==> src/rtl/bbe_pkg.sv <==
// ----------------------------------------------------------------------------
// bbe_pkg
// Shared widths, register codes and controller/datapath interface structs
// for the box blur block.
// ----------------------------------------------------------------------------
package bbe_pkg;

  // store geometry and radius ceiling, fixed by the coordinate and register widths
  localparam int MAX_WIDTH  = 256;
  localparam int MAX_HEIGHT = 256;
  localparam int MAX_RADIUS = 15;

  localparam int NUM_CH  = 4;
  localparam int CH_W    = 16;
  localparam int PIX_W   = NUM_CH * CH_W;
  localparam int COORD_W = 8;
  localparam int DIM_W   = 9;
  localparam int RAD_W   = 4;
  localparam int SPAN_W  = 5;                  // up to 2*15+1 = 31
  localparam int CNT_W   = 2 * SPAN_W;         // up to 961
  localparam int SUM_W   = CH_W + CNT_W;       // 961 * 65535 fits
  localparam int STEP_W  = $clog2(SUM_W);

  localparam logic [1:0] REG_RADIUS  = 2'd0;
  localparam logic [1:0] REG_WIDTH   = 2'd1;
  localparam logic [1:0] REG_HEIGHT  = 2'd2;
  localparam logic [1:0] REG_SIXTEEN = 2'd3;

  // effective (clamped) configuration
  typedef struct packed {
    logic [RAD_W-1:0] radius;
    logic [DIM_W-1:0] width;
    logic [DIM_W-1:0] height;
    logic             sixteen;
  } cfg_t;

  typedef struct packed {
    logic busy;        // input side held off
    logic setup;       // compute window bounds
    logic scan_init;   // load counters, clear sums
    logic rd_en;       // read one store word, step counters
    logic div_start;
    logic out_load;
  } dp_cmd_t;

  typedef struct packed {
    logic nc;          // not computed
    logic scan_last;
    logic div_busy;
    logic out_free;
  } dp_status_t;

endpackage

==> src/rtl/bbe_ctrl.sv <==
// ----------------------------------------------------------------------------
// bbe_ctrl
// Query sequencer: bounds, window scan, drain, divide, hand-off.
// ----------------------------------------------------------------------------
module bbe_ctrl import bbe_pkg::*; (
  input  logic       clk,
  input  logic       rst,
  input  logic       qry_en,
  input  dp_status_t status,
  output dp_cmd_t    cmd
);

  typedef enum logic [7:0] {
    S_IDLE   = 8'b0000_0001,
    S_SETUP  = 8'b0000_0010,
    S_CHECK  = 8'b0000_0100,
    S_SCAN   = 8'b0000_1000,
    S_DRAIN  = 8'b0001_0000,
    S_DIVGO  = 8'b0010_0000,
    S_DIVIDE = 8'b0100_0000,
    S_DONE   = 8'b1000_0000
  } state_t;

  state_t state, state_next;

  always_ff @(posedge clk) begin
    if (rst) begin
      state <= S_IDLE;
    end else begin
      state <= state_next;
    end
  end

  always_comb begin
    state_next = state;
    cmd        = '0;
    cmd.busy   = (state != S_IDLE);
    case (state)
      S_IDLE: begin
        if (qry_en) state_next = S_SETUP;
      end
      S_SETUP: begin
        cmd.setup  = 1'b1;
        state_next = S_CHECK;
      end
      S_CHECK: begin
        cmd.scan_init = 1'b1;
        state_next    = status.nc ? S_DONE : S_SCAN;
      end
      S_SCAN: begin
        cmd.rd_en = 1'b1;
        if (status.scan_last) state_next = S_DRAIN;
      end
      S_DRAIN: begin
        state_next = S_DIVGO;
      end
      S_DIVGO: begin
        cmd.div_start = 1'b1;
        state_next    = S_DIVIDE;
      end
      S_DIVIDE: begin
        if (!status.div_busy) state_next = S_DONE;
      end
      S_DONE: begin
        if (status.out_free) begin
          cmd.out_load = 1'b1;
          state_next   = S_IDLE;
        end
      end
      default: begin
        state_next = S_IDLE;
      end
    endcase
  end

endmodule

==> config.mk <==
export PLATFORM = sky130hd
export DESIGN_NAME = bbe_ctrl
export DESIGN_NICKNAME = d
export VERILOG_FILES = /design/src/rtl/bbe_pkg.sv /design/src/rtl/bbe_ctrl.sv
export SDC_FILE = /design/constraint.sdc
export NUM_CORES = 1
export LEC_CHECK = 0
export ABC_AREA = 1
export BUFFER_PORTS_ARGS = -buffer_cell sky130_fd_sc_hd__buf_2
export CORE_AREA = 2 2 39 41
export CTS_CLUSTER_SIZE = 14
export DETAILED_ROUTE_END_ITERATION = 10
export DIE_AREA = 0 0 41 43
export PLACE_DENSITY = 0.67
export SLEW_MARGIN = 20
export SYNTH_ARGS = -nofsm -noshare
export SYNTH_HDL_FRONTEND = slang
export SYNTH_SLANG_ARGS = --single-unit
export TNS_END_PERCENT = 5
==> constraint.sdc <==
create_clock -name clk -period 1.41 [get_ports clk]
set_input_delay 0.282 -clock clk [delete_from_list [all_inputs] [get_ports clk]]
set_output_delay 0.282 -clock clk [all_outputs]
set_load 0.05 [all_outputs]
==> impl_metrics.env, run 1 <==
export IMPL_globalRouteOverflowTotal=0
export IMPL_hold_violations=0
export IMPL_synth_yosys_seq_area_share_pct=27.4
export IMPL_total_power_mw=1.39
export IMPL_floorplan_die_area_sq_um=1760
export IMPL_cp_num_buf_inv=3
export IMPL_grt_start_max_net_pins=7
export IMPL_power_internal_uw=694
export IMPL_post_placement_cell_count=117
export IMPL_swShare_pct=50.3
export IMPL_post_route_min_period_ps=1470
export IMPL_syn_mean_instance_area_sq_um=6.89
export IMPL_postCtsHoldBufs=0
export IMPL_fin_worst_skew_ps=3.16
export IMPL_area_growth_syn_to_layout_pct=48.7
export IMPL_worst_slew_margin_rel_pct=84.8
export IMPL_hpwlAfterDp_microns=1070
export IMPL_timing_hold_worst_class="input port to register"
export IMPL_netlist_area_sq_um=586
export IMPL_drtPass1Iterations=4
export IMPL_largest_registers="state x8"
export IMPL_timing_critical_path_cells="nor2_4 > nand2_4 > inv_4 > nand2_4 > inv_2 > buf_8"
export IMPL_finalMaxSlewViolations=0
export IMPL_route_detailed_drc=0
export IMPL_fraction_of_power_consumed_by_the_clock_network_pct=12.9
export IMPL_setup_viol_count_final=6
export IMPL_cpLargestDelayFamily="flip-flops"
export IMPL_num_vias=596
export IMPL_regMostFlops="state"
export IMPL_instances_no_fill=122
export IMPL_cp_slowest_cell="sky130_fd_sc_hd__dfxtp_2"
export IMPL_clock_latency_late_sink_ps=260
export IMPL_gp_congestion=0.773
export IMPL_area_used_by_multi_input_combinational_logic_sq_um=437
export IMPL_fmax_ghz=0.681
export IMPL_tritoncts="done"
export IMPL_power_density_nw_per_um2=1600
export IMPL_path_max_fanout=6
export IMPL_period_utilization_post_route_pct=104
export IMPL_grt_pass1_vias=583
export IMPL_whs_ps=240
export IMPL_cp_data_required_time_ps=1130
export IMPL_area_sequential_sq_um=169
export IMPL_final_setup_tns_ps=-325
export IMPL_num_fill_cells=126
export IMPL_antenna_cells_inserted=0
export IMPL_clock_sinks=8
export IMPL_routed_via_density=4.89
export IMPL_worst_slew_pin_tran_ps=228
export IMPL_antenna_found_initial=0
export IMPL_layout_nets=115
export IMPL_irDropWorstVdd_v=0.00103
export IMPL_routed_wire_length_per_instance_microns=11.5
export IMPL_drtAntennaViolNets=0
export IMPL_detail_route_wirelength_microns=1410
export IMPL_worst_path_most_repeated_cell="sky130_fd_sc_hd__nand2_4"
export IMPL_h_tree_depth=1
export IMPL_grt_setup_unrepaired="yes"
export IMPL_chipWidth_microns=41
export IMPL_drt_iter0_drc=7
export IMPL_syn_instance_count=85
export IMPL_grt_first_pass_wirelength_microns=2340
export IMPL_worstSetupEndpointType="output pin"
export IMPL_yosys_register_bits=8
export IMPL_track_usage_pct=19.8
export IMPL_tritoncts_num_buffers=3
export IMPL_starting_density_of_the_core_pct=42.3
export IMPL_pwr_share_comb_pct=62.1
export IMPL_crit_path_start_kind="register"
export IMPL_maxCapViolCount=0
export IMPL_violated_checks="setup timing"
export IMPL_worst_setup_hold_path_clk_slew_ps=60
export IMPL_clock_tree_root_cell="sky130_fd_sc_hd__clkbuf_4"
export IMPL_synth_warnings=0
export IMPL_placement_io_buffers=12
export IMPL_io_pins=13
export IMPL_critPathMaxStageDelay_ps=340
export IMPL_worst_endpoint_arrival_ps=1190
export IMPL_timing_final_ws_setup_ps=-59.5
export IMPL_setup_worst_path_class="register to output pin"
export IMPL_largest_register_ffs=8
export IMPL_outcome="finished, violations left"
export IMPL_row_count=14
export IMPL_net_switching_power_uw=701
export IMPL_share_of_post_route_cells_with_drive_strength_above_1_pct=53.8
export IMPL_synthesis_nets=92
export IMPL_design_core_area_sq_um=1380
export IMPL_static_leakage_power_nw=0.407
export IMPL_fp_dieH_microns=43
export IMPL_synth_cell_type_count=18
export IMPL_cts_max_path_buffers=2
export IMPL_power_share_sequential_pct=25.0
==> power by group through the flow <==
stage               logic [mW]  clock network [mW]  registers (mW)
floorplan                0.582                   0           0.315
global placement         0.706                   0           0.322
detailed placement       0.715                   0           0.323
CTS                      0.848               0.180           0.338
global route             0.941               0.200           0.356
finish                   0.865               0.180           0.349
==> per-layer routing <==
layer,track usage [%],vias up,share of wire [%]
li1,-,308,-
met1,22.5,272,37
met2,35.0,14,57
met3,3.14,2,4.0
met4,6.00,0,1.2
met5,0,-,0
==> per-stage QoR <==
stage | utilization, % | worst slack [ps] | cell area, sq um
after floorplan | - | -8.05 | 613
after global placement | 52.3 | 55.8 | 723
after detailed placement | 52.3 | 39.1 | 723
after CTS | 61.6 | -68.2 | 852
after global routing | 62.9 | -132 | 871
final | 62.9 | -59.5 | 871
==> Yosys cell counts <==
cell,count,share of area (%)
sky130_fd_sc_hd__nand2_1,16,10
sky130_fd_sc_hd__inv_1,15,9.6
sky130_fd_sc_hd__nor2_1,12,7.7
sky130_fd_sc_hd__dfxtp_1,8,27
sky130_fd_sc_hd__nand3_1,7,6.0
sky130_fd_sc_hd__nor2_2,5,5.3
sky130_fd_sc_hd__a21oi_1,4,3.4
sky130_fd_sc_hd__nand2_4,4,7.7
sky130_fd_sc_hd__nor3_1,3,2.6
sky130_fd_sc_hd__inv_4,2,2.1
sky130_fd_sc_hd__nand3_4,2,6.0
sky130_fd_sc_hd__nand2_2,1,1.1
sky130_fd_sc_hd__nand3_2,1,1.7
sky130_fd_sc_hd__nand3b_2,1,1.9
sky130_fd_sc_hd__nor2_4,1,1.9
sky130_fd_sc_hd__nor2_8,1,3.4
sky130_fd_sc_hd__nor4_1,1,1.1
sky130_fd_sc_hd__o21ai_1,1,0.85
==> placed cells by master (no fill, tap or decap), drive strengths merged <==
master / n
a21oi: 4
nand2: 21
nor4: 1
nand3b: 1
nand3: 10
nor3: 3
inv: 17
nor2: 19
clkbuf: 3
buf: 18
o21ai: 1
dfxtp: 8
==> area by class of cell <==
class,count,share of cell area [%]
clock buffers,3,2.59
flip-flops and latches,8,19.4
multi-input cells,60,50.1
repair buffers,18,17.7
inverters,17,7.90
well taps,16,2.30
==> worst paths after layout <==
check                   startpoint                     to  slack, ps  cells after the start
max          state[6]$_SDFFE_PP0P_                 cmd[2]        -60                      6
min                            rst  state[6]$_SDFFE_PP0P_        240                      2
max reg2reg  state[7]$_SDFFE_PP0P_  state[1]$_SDFFE_PP0P_         80                      9
min reg2reg  state[3]$_SDFFE_PP0P_  state[3]$_SDFFE_PP0P_        580                      4
==> timing repair <==
item                                    4_1_cts  5_1_grt
pin swaps                                     7        0
endpoints found under the setup margin        6       10
resized for setup                            31        6
buffers inserted                              2        0
==> logic make-up (layout without fill, tap and decap cells) <==
logic type      count (synthesis)  in the layout  synth area share [%]
simple gates                   55             55                  56.6
compound gates                  5              5                  4.27
flops                           8              8                  27.3
buf+inv                        17             38                  11.8
Power figures use the tool's default switching activity.
==> inputs of run 2 (changes only) <==
- CTS_BUF_LIST: unset -> sky130_fd_sc_hd__clkbuf_16
==> impl_metrics.env, run 2 (same netlist as run 1, synthesis figures left out) <==
export IMPL_hpwlAfterDp_microns=1070
export IMPL_outcome="finished, violations left"
export IMPL_irDropWorstVdd_v=0.000962
export IMPL_starting_density_of_the_core_pct=42.3
export IMPL_hold_violations=0
export IMPL_share_of_post_route_cells_with_drive_strength_above_1_pct=54.7
export IMPL_crit_path_start_kind="register"
export IMPL_fin_worst_skew_ps=2.21
export IMPL_routed_via_density=4.97
export IMPL_grt_setup_unrepaired="yes"
export IMPL_period_utilization_post_route_pct=102
export IMPL_tritoncts_num_buffers=3
export IMPL_clock_tree_root_cell="sky130_fd_sc_hd__clkbuf_16"
export IMPL_grt_first_pass_wirelength_microns=2450
export IMPL_cp_data_required_time_ps=1130
export IMPL_chipWidth_microns=41
export IMPL_power_density_nw_per_um2=1840
export IMPL_drtAntennaViolNets=0
export IMPL_most_common_cell_after_layout_fill_and_taps_aside="sky130_fd_sc_hd__nand2_1"
export IMPL_area_growth_syn_to_layout_pct=58.3
export IMPL_instances_no_fill=122
export IMPL_placement_io_buffers=12
export IMPL_cts_max_path_buffers=2
export IMPL_worstSetupEndpointType="output pin"
export IMPL_drt_iter0_drc=10
export IMPL_regMostFlops="state"
export IMPL_clock_sinks=8
export IMPL_gp_congestion=0.773
export IMPL_setup_worst_path_class="register to output pin"
export IMPL_grt_start_max_net_pins=7
export IMPL_route_detailed_drc=0
export IMPL_path_max_fanout=3
export IMPL_layout_cells_most_common_list="sky130_fd_sc_hd__nand2_1 (14), sky130_fd_sc_hd__inv_1 (12), sky130_fd_sc_hd__nor2_1 (9)"
export IMPL_worst_setup_hold_path_clk_slew_ps=40
export IMPL_routed_wire_length_per_instance_microns=12.5
export IMPL_timing_hold_worst_class="input port to register"
export IMPL_largest_registers="state x8"
export IMPL_worst_endpoint_arrival_ps=1160
export IMPL_postCtsHoldBufs=0
export IMPL_fp_dieH_microns=43
export IMPL_num_vias=606
export IMPL_post_route_min_period_ps=1440
export IMPL_drtPass1Iterations=4
export IMPL_worst_slew_pin_tran_ps=258
export IMPL_grt_pass1_vias=593
export IMPL_antenna_found_initial=0
export IMPL_antenna_cells_inserted=0
export IMPL_maxCapViolCount=0
export IMPL_design_core_area_sq_um=1380
export IMPL_post_placement_cell_count=117
export IMPL_tritoncts="done"
export IMPL_globalRouteOverflowTotal=0
export IMPL_layout_nets=115
export IMPL_largest_register_ffs=8
export IMPL_final_core_util_pct=67.0
export IMPL_timing_final_ws_setup_ps=-27.7
export IMPL_row_count=14
export IMPL_whs_ps=270
export IMPL_clock_latency_late_sink_ps=230
export IMPL_io_pins=13
export IMPL_h_tree_depth=1
export IMPL_worst_slew_margin_rel_pct=82.7
export IMPL_total_power_mw=1.71
export IMPL_floorplan_die_area_sq_um=1760
export IMPL_static_leakage_power_nw=0.429
export IMPL_detail_route_wirelength_microns=1520
export IMPL_violated_checks="setup timing"
export IMPL_track_usage_pct=20.9
export IMPL_setup_viol_count_final=6
export IMPL_finalMaxSlewViolations=0
export IMPL_fmax_ghz=0.696
-- run 2: worst paths after layout --
kind              slack, ps               endpoint  cells after the start             startpoint
setup / recovery        -30                 cmd[4]                      4  state[2]$_SDFFE_PP0P_
hold / removal          270  state[7]$_SDFFE_PP0P_                      2                    rst
setup reg to reg         80  state[7]$_SDFFE_PP0P_                      9  state[4]$_SDFFE_PP0P_
hold reg to reg         580  state[3]$_SDFFE_PP0P_                      4  state[3]$_SDFFE_PP0P_
-- run 2: layout make-up --
cell class                 count  area, sq um
fill                         113          457
multi-input combinational     60          440
sequential                     8          169
timing repair buffer          18          154
clock buffer                   3         75.1
inverter                      17         68.8
tap                           16         20.0
-- run 2: per-stage QoR --
stage	instance area, sq um	setup WS [ps]	setup TNS [ps]
finish	927	-27.7	-108
global route	927	-81.5	-435
CTS	906	-31.0	-141
detailed placement	723	39.1	0
global placement	723	55.8	0
floorplan	613	-8.05	-8.05
-- run 2: critical path: stages, from the launching register on --
cell and delay, ps:
sky130_fd_sc_hd__dfxtp_2 330, sky130_fd_sc_hd__nor2_4 150, sky130_fd_sc_hd__nand3_1 160, sky130_fd_sc_hd__nor2_4 130, sky130_fd_sc_hd__buf_6 160
-- run 2: routing by layer --
layer | vias to the layer above | track usage [%] | wire (microns)
met3 | 7 | 1.57 | 54
met5 | - | 0 | 0
li1 | 305 | - | -
met2 | 16 | 35.6 | 827
met4 | 0 | 8.00 | 44
met1 | 278 | 25.4 | 593
-- run 2: power breakdown --
part           internal, mW  switching (mW)
Combinational         0.316           0.565
Clock                 0.366           0.112
Sequential            0.285          0.0648
-- run 2: repair_timing --
item                                    CTS  global route
hold endpoints to repair                  0             0
pin swaps                                 7             1
endpoints found under the setup margin    6            10
buffers inserted                          2             0
gates resized for setup                  32             6
==> inputs of run 3 (changes only) <==
- SKIP_CTS_REPAIR_TIMING: unset -> 1
==> impl_metrics.env, run 3 (same netlist as run 1, synthesis figures left out) <==
export IMPL_outcome="finished, violations left"
export IMPL_violated_checks="setup timing"
export IMPL_drtAntennaViolNets=0
export IMPL_antenna_found_initial=0
export IMPL_worst_endpoint_arrival_ps=1190
export IMPL_cts_max_path_buffers=2
export IMPL_postLayoutCellArea_sq_um=920
export IMPL_clock_sinks=8
export IMPL_worst_slew_margin_rel_pct=84.8
export IMPL_route_detailed_drc=0
export IMPL_path_max_fanout=6
export IMPL_routed_via_density=4.93
export IMPL_routed_wire_length_per_instance_microns=12.1
export IMPL_grt_pass1_vias=547
export IMPL_fin_worst_skew_ps=3.73
export IMPL_post_route_min_period_ps=1470
export IMPL_crit_path_start_kind="register"
export IMPL_most_common_cell_after_layout_fill_and_taps_aside="sky130_fd_sc_hd__nand2_1"
export IMPL_met2_routed_wirelength_microns=819
export IMPL_setup_viol_count_final=6
export IMPL_fmax_ghz=0.681
export IMPL_drt_iter0_drc=21
export IMPL_worst_slew_pin_tran_ps=228
export IMPL_fraction_of_power_consumed_by_the_clock_network_pct=28.1
export IMPL_setup_worst_path_class="register to output pin"
export IMPL_largest_registers="state x8"
export IMPL_layout_nets=115
export IMPL_io_pins=13
export IMPL_dpl_cell_area_sq_um=723
export IMPL_route_top_layer_used="met4"
export IMPL_starting_density_of_the_core_pct=42.3
export IMPL_power_density_nw_per_um2=1860
export IMPL_placement_io_buffers=12
export IMPL_tritoncts="done"
export IMPL_regMostFlops="state"
export IMPL_static_leakage_power_nw=0.427
export IMPL_num_fill_cells=113
export IMPL_area_used_by_multi_input_combinational_logic_sq_um=429
export IMPL_grt_first_pass_wirelength_microns=2270
export IMPL_area_growth_syn_to_layout_pct=57.1
export IMPL_timing_critical_path_cells="nor2_4 > nand2_4 > inv_4 > nand2_2 > inv_2 > buf_8"
export IMPL_critPathMaxStageDelay_ps=330
export IMPL_period_utilization_post_route_pct=104
export IMPL_power_share_sequential_pct=20.7
export IMPL_track_usage_pct=19.4
export IMPL_grt_setup_unrepaired="yes"
export IMPL_chipWidth_microns=41
export IMPL_globalRouteOverflowTotal=0
export IMPL_irDropWorstVdd_v=0.00104
export IMPL_design_core_area_sq_um=1380
export IMPL_largest_register_ffs=8
export IMPL_power_internal_uw=969
export IMPL_num_vias=602
export IMPL_tritoncts_num_buffers=3
export IMPL_cp_data_required_time_ps=1130
export IMPL_met3_length_microns=89
export IMPL_worst_setup_hold_path_clk_slew_ps=40
export IMPL_post_placement_cell_count=117
export IMPL_hold_violations=0
export IMPL_finalMaxSlewViolations=0
export IMPL_clock_tree_root_cell="sky130_fd_sc_hd__clkbuf_16"
export IMPL_final_setup_tns_ps=-200
export IMPL_dp_worst_setup_slack_ps=39.1
export IMPL_final_core_util_pct=66.5
export IMPL_pwr_share_comb_pct=51.2
export IMPL_layout_cells_most_common_list="sky130_fd_sc_hd__nand2_1 (15), sky130_fd_sc_hd__inv_1 (11), sky130_fd_sc_hd__nor2_1 (9)"
export IMPL_hpwlAfterDp_microns=1070
export IMPL_share_of_post_route_cells_with_drive_strength_above_1_pct=54.7
export IMPL_grt_start_max_net_pins=7
export IMPL_maxCapViolCount=0
export IMPL_whs_ps=272
export IMPL_swShare_pct=43.3
export IMPL_h_tree_depth=1
export IMPL_drtPass1Iterations=4
export IMPL_net_switching_power_uw=741
export IMPL_worstSetupEndpointType="output pin"
export IMPL_gp_congestion=0.773
export IMPL_total_power_mw=1.71
export IMPL_clock_latency_late_sink_ps=230
export IMPL_area_sequential_sq_um=169
export IMPL_timing_hold_worst_class="input port to register"
export IMPL_floorplan_die_area_sq_um=1760
export IMPL_row_count=14
export IMPL_detail_route_wirelength_microns=1470
export IMPL_timing_final_ws_setup_ps=-58.0
export IMPL_routedLengthMet1_microns=533
export IMPL_antenna_cells_inserted=0
export IMPL_cp_slowest_cell="sky130_fd_sc_hd__dfxtp_2"
export IMPL_instances_no_fill=122
export IMPL_fp_dieH_microns=43
## run 3: cell counts in the layout (fill, tap and decap cells not counted)
Identical to the previous run, type by type.
## run 3: cell type report
| cell class | instances | share of cell area (%) |
|---|---|---|
| Multi-Input combinational cell | 60 | 46.7 |
| Timing Repair Buffer | 18 | 17.1 |
| Clock buffer | 3 | 8.16 |
| Inverter | 17 | 7.48 |
| Sequential cell | 8 | 18.4 |
| Tap cell | 16 | 2.18 |
## run 3: worst paths after layout
path                                             from                     to  slack [ps]  depth (start not counted)
worst max register to register  state[6]$_SDFFE_PP0P_  state[7]$_SDFFE_PP0P_          70                          9
worst min register to register  state[1]$_SDFFE_PP0P_  state[2]$_SDFFE_PP0P_         550                          2
worst max-delay path            state[6]$_SDFFE_PP0P_                 cmd[2]         -60                          6
worst min-delay path                              rst  state[6]$_SDFFE_PP0P_         270                          2
## run 3: power groups by stage
stage	clock [mW]	sequential [mW]	combinational (mW)
global route	0.496	0.362	0.951
CTS	0.475	0.320	0.723
floorplan	0	0.315	0.582
detailed placement	0	0.323	0.715
finish	0.481	0.354	0.875
global placement	0	0.322	0.706
## run 3: worst max-delay path, delay by kind of cell (launching register included)
kind,cells,cell delay [ps]
buf+inv,3,270
flops,1,330
simple gates,3,350
## run 3: layer usage
metal	track usage [%]	vias up
met5	0	-
met4	8.00	0
met3	1.57	5
met2	32.2	24
met1	24.1	271
li1	-	302
